[config.mk]
export PLATFORM = sky130hd
export DESIGN_NAME = c8_ctrl
export DESIGN_NICKNAME = d
export VERILOG_FILES = /design/src/c8_pkg.sv /design/src/c8_ctrl.sv
export SDC_FILE = /design/constraint.sdc
export NUM_CORES = 1
export LEC_CHECK = 0
export BUFFER_PORTS_ARGS = -buffer_cell sky130_fd_sc_hd__buf_2
export CAP_MARGIN = 20
export CORE_AREA = 2 2 39 41
export CTS_CLUSTER_SIZE = 24
export DETAILED_ROUTE_END_ITERATION = 7
export DIE_AREA = 0 0 41 43
export GPL_TIMING_DRIVEN = 0
export PLACE_DENSITY = 0.73
export SLEW_MARGIN = 10
export SYNTH_ARGS = -nofsm -noshare
export SYNTH_HDL_FRONTEND = slang
export SYNTH_SLANG_ARGS = --single-unit
[constraint.sdc]
create_clock -name clk -period 2.2 [get_ports clk]
set_clock_uncertainty 0.15 [all_clocks]
set_input_delay 0.44 -clock clk [delete_from_list [all_inputs] [get_ports clk]]
set_output_delay 0.44 -clock clk [all_outputs]
set_load 0.01 [all_outputs]
[src/c8_pkg.sv]
// Shared constants, codes and control/status structs for the CHIP-8 core.
// Used by the controller, datapath and top level.
package c8_pkg;

    localparam int MEM_BYTES     = 4096;
    localparam int ADDR_W        = 12;
    localparam int STACK_DEPTH   = 16;
    localparam int SP_W          = $clog2(STACK_DEPTH);
    localparam int SCREEN_WIDTH  = 64;
    localparam int SCREEN_HEIGHT = 32;
    localparam int ROW_W         = $clog2(SCREEN_HEIGHT);
    localparam int COL_W         = $clog2(SCREEN_WIDTH);

    localparam logic [1:0] ACT_WRITE  = 2'd0;
    localparam logic [1:0] ACT_EXEC   = 2'd1;
    localparam logic [1:0] ACT_READ   = 2'd2;
    localparam logic [1:0] ACT_UNUSED = 2'd3;

    localparam logic [1:0] CFG_PROG_START   = 2'd0;
    localparam logic [1:0] CFG_FONT_BASE    = 2'd1;
    localparam logic [1:0] CFG_TIMER_RELOAD = 2'd2;
    localparam logic [1:0] CFG_UNUSED       = 2'd3;

    localparam logic [11:0] PROG_START_RST   = 12'h200;
    localparam logic [11:0] FONT_BASE_RST    = 12'h050;
    localparam logic [7:0]  TIMER_RELOAD_RST = 8'd60;

    localparam logic [2:0] CLS_SIMPLE = 3'd0;
    localparam logic [2:0] CLS_DRAW   = 3'd1;
    localparam logic [2:0] CLS_BCD    = 3'd2;
    localparam logic [2:0] CLS_DUMP   = 3'd3;
    localparam logic [2:0] CLS_LOAD   = 3'd4;
    localparam logic [2:0] CLS_BAD    = 3'd5;

    typedef struct packed {
        logic clear_wr;
        logic accept;
        logic fetch0;
        logic fetch1;
        logic fetch2;
        logic rd_x;
        logic rd_y;
        logic exec;
        logic draw_a;
        logic draw_b;
        logic bcd;
        logic dump;
        logic load_a;
        logic load_b;
        logic finish;
    } cmd_t;

    typedef struct packed {
        logic       halted;
        logic [2:0] op_class;
        logic       clear_last;
        logic       cnt_last;
        logic       draw_done;
        logic       out_free;
    } sts_t;

endpackage

[src/c8_ctrl.sv]
// Controller state machine: sequences clear, fetch, execute and result phases.
// Depends on c8_pkg.
module c8_ctrl
    import c8_pkg::*;
(
    input  logic       clk,
    input  logic       rst_n,
    input  logic       in_valid,
    input  logic [1:0] action,
    input  sts_t       sts,
    output logic       in_stall,
    output cmd_t       cmd
);
    localparam logic [3:0] S_CLEAR  = 4'd0;
    localparam logic [3:0] S_IDLE   = 4'd1;
    localparam logic [3:0] S_F0     = 4'd2;
    localparam logic [3:0] S_F1     = 4'd3;
    localparam logic [3:0] S_F2     = 4'd4;
    localparam logic [3:0] S_RX     = 4'd5;
    localparam logic [3:0] S_RY     = 4'd6;
    localparam logic [3:0] S_EX     = 4'd7;
    localparam logic [3:0] S_DRAW_A = 4'd8;
    localparam logic [3:0] S_DRAW_B = 4'd9;
    localparam logic [3:0] S_BCD    = 4'd10;
    localparam logic [3:0] S_DUMP   = 4'd11;
    localparam logic [3:0] S_LOAD_A = 4'd12;
    localparam logic [3:0] S_LOAD_B = 4'd13;
    localparam logic [3:0] S_DONE   = 4'd14;

    logic [3:0] state_reg;
    logic [3:0] state_next;
    logic       take;

    assign take     = (state_reg == S_IDLE) && sts.out_free && in_valid;
    assign in_stall = !((state_reg == S_IDLE) && sts.out_free);

    always_comb
    begin
        cmd          = '0;
        cmd.clear_wr = (state_reg == S_CLEAR);
        cmd.accept   = take;
        cmd.fetch0   = (state_reg == S_F0);
        cmd.fetch1   = (state_reg == S_F1);
        cmd.fetch2   = (state_reg == S_F2);
        cmd.rd_x     = (state_reg == S_RX);
        cmd.rd_y     = (state_reg == S_RY);
        cmd.exec     = (state_reg == S_EX);
        cmd.draw_a   = (state_reg == S_DRAW_A);
        cmd.draw_b   = (state_reg == S_DRAW_B);
        cmd.bcd      = (state_reg == S_BCD);
        cmd.dump     = (state_reg == S_DUMP);
        cmd.load_a   = (state_reg == S_LOAD_A);
        cmd.load_b   = (state_reg == S_LOAD_B);
        cmd.finish   = (state_reg == S_DONE);
    end

    always_comb
    begin
        state_next = state_reg;
        case (state_reg)
            S_CLEAR:  if (sts.clear_last) state_next = S_IDLE;
            S_IDLE:
            begin
                if (take)
                begin
                    state_next = (action == ACT_EXEC && !sts.halted) ? S_F0 : S_DONE;
                end
            end
            S_F0:     state_next = S_F1;
            S_F1:     state_next = S_F2;
            S_F2:     state_next = S_RX;
            S_RX:     state_next = S_RY;
            S_RY:     state_next = S_EX;
            S_EX:
            begin
                case (sts.op_class)
                    CLS_DRAW: state_next = S_DRAW_A;
                    CLS_BCD:  state_next = S_BCD;
                    CLS_DUMP: state_next = S_DUMP;
                    CLS_LOAD: state_next = S_LOAD_A;
                    default:  state_next = S_DONE;
                endcase
            end
            S_DRAW_A: state_next = sts.draw_done ? S_DONE : S_DRAW_B;
            S_DRAW_B: state_next = S_DRAW_A;
            S_BCD:    if (sts.cnt_last) state_next = S_DONE;
            S_DUMP:   if (sts.cnt_last) state_next = S_DONE;
            S_LOAD_A: state_next = S_LOAD_B;
            S_LOAD_B: state_next = sts.cnt_last ? S_DONE : S_LOAD_A;
            S_DONE:   state_next = S_IDLE;
            default:  state_next = S_IDLE;
        endcase
    end

    always_ff @(posedge clk or negedge rst_n)
    begin
        if (!rst_n)
        begin
            state_reg <= S_CLEAR;
        end
        else
        begin
            state_reg <= state_next;
        end
    end
endmodule

Word level (Yosys, flattened, before mapping)
Index checks and enable logic that the tools add are counted.
{ "word_totals": {"reg_bits": 4, "in_bits": 13, "output_inout_bits": 16} }
{ "classes": {"eq_ne": 22, "muxes": 8, "reduce_logical": 8} }
{ "ops": {"columns": ["operator", "n"], "rows": [
  ["one-hot mux 4 bit (13 select lines)", 1],
  ["equality test 4 bit (second input constant)", 7],
  ["equality test 4 x 3 -> 1 bit (second input constant)", 4],
  ["two-way mux 4 bit", 4],
  ["one-hot mux 3 bit (4 select lines)", 1],
  ["equality test 4 x 2 -> 1 bit (second input constant)", 2],
  ["equality test 3 x 2 -> 1 bit (second input constant)", 2],
  ["equality test 4 x 1 -> 1 bit (second input constant)", 1],
  ["zero test 4 bit", 1],
  ["!= test 2 bit (second input constant)", 2],
  ["equality test 3 x 1 -> 1 bit (second input constant)", 1],
  ["equality test 3 bit (second input constant)", 1],
  ["logical AND 1 bit", 3],
  ["two-way mux 3 bit", 1],
  ["AND reduction 3 bit", 1],
  ["equality test 2 x 1 -> 1 bit (second input constant)", 1],
  ["zero test 1 bit", 2],
  ["two-way mux 2 bit", 1],
  ["!= test 2 x 1 -> 1 bit (second input constant)", 1],
  ["OR reduction 2 bit", 1]
]} }

Logic depth before layout (Yosys ltp)
{ "logic_depth": {"ltp_word": 5, "depth_mapped": 5} }

Worst setup path before layout
No wires, ideal clock.
{ "synth_path": {"path_type": "reg-to-output", "start": "register state_reg[3]", "end": "output cmd[13] (netlist bit)", "t_arrival_ns": 1.326, "setup_slack_ns": 0.284, "stages_incl_launch_ff": 6, "n_path_buf": 2, "cell_sequence": "dfrtp_1 or2_0 buf_2 or3_1 nor2_1 buf_4"} }
{ "synth_between": {"elab_chain_len": 3} }
{ "synth_rtl": {"columns": ["element", "line_no", "source"], "rows": [
  ["start, declared", "c8_ctrl.sv:30", "logic [3:0] state_reg;"],
  ["start signal, assigned", "c8_ctrl.sv:103", "state_reg <= state_next;"],
  ["equality test 4 x 1 -> 1 bit", "c8_ctrl.sv:34", "assign take = (state_reg == S_IDLE) && sts.out_free && in_valid;"],
  ["logical AND 1 bit (2 in series)", "c8_ctrl.sv:34", null],
  ["end, declared", "c8_ctrl.sv:12", "output cmd_t cmd"]
]} }
No other way between the ends.

Worst setup path in the final report
Same ends and word-level chain as after synthesis.

==> out/qor.csv <==
metric,value,unit
status,"complete, no violations",
final wirelength,1525,µm
row cnt,14,
post-synthesis xor/xnor area fraction,0.01720,
Sw Ratio,0.4873,
n_diodes,0,
vias in the first global route,614,
Ports,29,
Area Overhead vs Synth,44.72,%
RSZ-0062 raised after global routing,true,
"antenna viol nets, final",0,
final number of hold-violating endpoints,0,
main combinational cell family by area after synthesis,simple AND/OR/NAND/NOR gates,
Logic pwr share,0.754,
Psw,0.0004723,W
CP Buf/Inv Count,2,
CTS tree,yes,
top cells by area in the synthesized netlist,"dfrtp_1 (20%), nor2_1 (11%), nand2b_1 (7.4%)",
Die X,41,µm
Final Worst Setup Slack,76.04,ps
PortBufs,28,
Netlist cell types,35,
worst-margin pin slew,357.1,ps
GRT Util Overall,0.2087,
"Reg clk slew, reported paths",40,ps
synthesized area per cell,6.790,µm²
Mapped Cells,75,
core area,1384,µm²
fin crit share,0.9654,
HPWL Detailed,1172,µm
worst path cell trace,or2_0 -> buf_4 -> or3_4 -> nor2_4 -> buf_6,
CTS max path bufs,2,
area share of the largest cell type after synthesis,0.1966,
crit-path max cell delay,390,ps
RD Place Congestion,0.8822,
arrival time worst endpoint,1530,ps
first-pass GRT wire length,2511,µm
crit path max-delay cell type,or3_4,
1st-iter DRT viols,13,
tightest slew margin relative to the limit,0.7619,
Die Area,1763,µm²
Sequential Power Share,0.153,
DP Worst Slack,159.9,ps
Synth Area in Compound Gates,0.2629,
Hold Slack,397.0,ps
CP max FO,2,
Mapped Nets,88,
Worst path top cell family by delay,simple AND/OR/NAND/NOR gates,
Die Ht,43,µm
Slew Limit Fails,0,
Pwr per Cell Area,1315,nW/µm²
adder-cell area share of the yosys netlist,0,
clock latency on the worst-skew pair,230,ps
vias per cell,5.508,
Yosys reg bits,4,
LEAKAGE,0.3644,nW
internal power,0.0004969,W
startpoint types,flop,
sequential cell area fraction in the yosys report,0.1966,
max reg flops,4,
H-Tree Depth,1,
Sink Count,4,
antenna violations before repair,0,
final core occ,0.5326,
clock power share,0.093,
Fmax,470.8,MHz
Wirelength per Cell,12.30,µm
vias post-DR,683,
Setup Crit Path Kind,flop to output pin,
Peak VDD IR,543.2,µV
cts bufs inserted,3,
setup_tns,0,ps
min-delay worst type,primary input to async pin,
final net count,123,
largest net degree at the start of global routing,20,
mux share of post-synthesis cell area,0,
Initial Util,0.3680,
Synth Area in Simple Gates,0.4349,
drt pass-1 iters,4,
fraction of layout cells with a size suffix above 1,0.3796,
number of max-cap violations,0,
Synth area leader,dfrtp_1,
DRC Markers,0,
final setup violating endpoints,0,
Critical Path End Type,output pin,
GR Overflow Total,0,
mapped cell area,509.2,µm²
yosys warns,0,
CTS root buffer,clkbuf_4,
worst path required time,1610,ps
min cycle time layout,2124,ps
[cell usage in the layout (no fill, tap or decap), drive strengths merged, types with 2 or more instances in the layout]
master,netlist,routed
a21o,2,2
a21oi,3,3
and2b,2,2
buf,5,34
clkbuf,2,5
dfrtp,4,4
inv,3,3
nand2,4,4
nand2b,6,6
nor2,15,15
nor2b,2,2
nor3,4,4
o21ai,2,2
or3,2,2
[final cells by class]
| cell class | count | area [µm²] |
|---|---|---|
| Sequential cell | 4 | 101.3 |
| Fill cell | 152 | 646.9 |
| Buffer | 5 | 26.28 |
| Inverter | 3 | 11.26 |
| Timing Repair Buffer | 32 | 178.9 |
| Clock buffer | 3 | 22.52 |
| Multi-Input combinational cell | 61 | 376.6 |
| Tap cell | 16 | 20.02 |
[per-layer routing]
layer	global-route usage	wire length, µm	up-vias
li1	-	-	333
met1	0.2410	623	318
met2	0.3250	755	30
met3	0.01571	128	2
met4	0.1733	18	0
met5	0	0	-
[synthesized netlist by cell type]
library cell,number
o211ai_1,1
o32a_1,1
o21ai_0,2
nand2b_1,6
nand3_1,1
nor3_1,4
buf_1,1
a32oi_1,1
buf_2,3
o311a_1,1
or4b_1,1
and2b_1,2
o31ai_1,1
inv_1,3
a21oi_1,3
xnor2_1,1
nand4b_1,1
a21boi_0,1
a31oi_1,1
buf_4,1
nor2b_1,2
clkbuf_1,2
a32o_1,1
o22a_1,1
or3b_1,1
nand2_1,4
a22o_1,1
or2_0,1
a21o_1,2
nand3b_1,1
dfrtp_1,4
o31a_1,1
nor2_1,15
and3_1,1
or3_1,2
[cells by family (layout without fill, tap and decap cells)]
kind of cell    count (synthesis)  count (layout)
simple gates                   42              42
compound gates                 18              18
flops                           4               4
buf+inv                        10              43
xor+xnor                        1               1
[power groups by stage]
| stage | registers, W | clock network (W) | logic [W] |
|---|---|---|---|
| after global placement | 0.000161 | 0 | 0.000648 |
| after global routing | 0.000153 | 0.0000961 | 0.000822 |
| after detailed placement | 0.000164 | 0 | 0.000656 |
| after CTS | 0.000146 | 0.0000964 | 0.000719 |
| after floorplan | 0.000146 | 0 | 0.000482 |
| final | 0.000148 | 0.0000903 | 0.000731 |
[worst register-to-register path: cells and delay by family, from the launching register on]
kind                   cells  cell delay [ps]
AOI/OAI and AO/OA          2              660
DFF                        1              360
buffers and inverters      2              420
[path summary, 6_finish.rpt]
| check | startpoint | to | slack (ps) | cells after the start |
|---|---|---|---|---|
| worst min-delay path | rst_n | state_reg[0]$_DFFE_PN0P_ | 400 | 2 |
| min in group clk | sts[5] | state_reg[1]$_DFFE_PN0P_ | 450 | 3 |
| worst min register to register | state_reg[0]$_DFFE_PN0P_ | state_reg[0]$_DFFE_PN0P_ | 590 | 2 |
| worst max register to register | state_reg[1]$_DFFE_PN0P_ | state_reg[2]$_DFFE_PN0P_ | 490 | 4 |
| worst max-delay path | state_reg[3]$_DFFE_PN0P_ | cmd[13] | 80 | 5 |
| max in group asynchronous | rst_n | state_reg[2]$_DFFE_PN0P_ | 1370 | 2 |
[metrics by stage]
stage               instance area, µm²  instances  total power [W]
floorplan                        509.2         75        0.0006280
global placement                 669.4        119        0.0008088
detailed placement               669.4        119        0.0008203
CTS                              723.2        124        0.0009611
global route                     737.0        124         0.001071
finish                           737.0        124        0.0009693
[repair_timing]
item                       4_1_cts  5_1_grt
setup endpoints to repair        4        4
setup buffers                    3        0
gates resized for setup          3        5
hold endpoints to repair         4        0
pin swaps                        2        1
hold buffers                     1        0
Power figures use the tool's default switching activity.
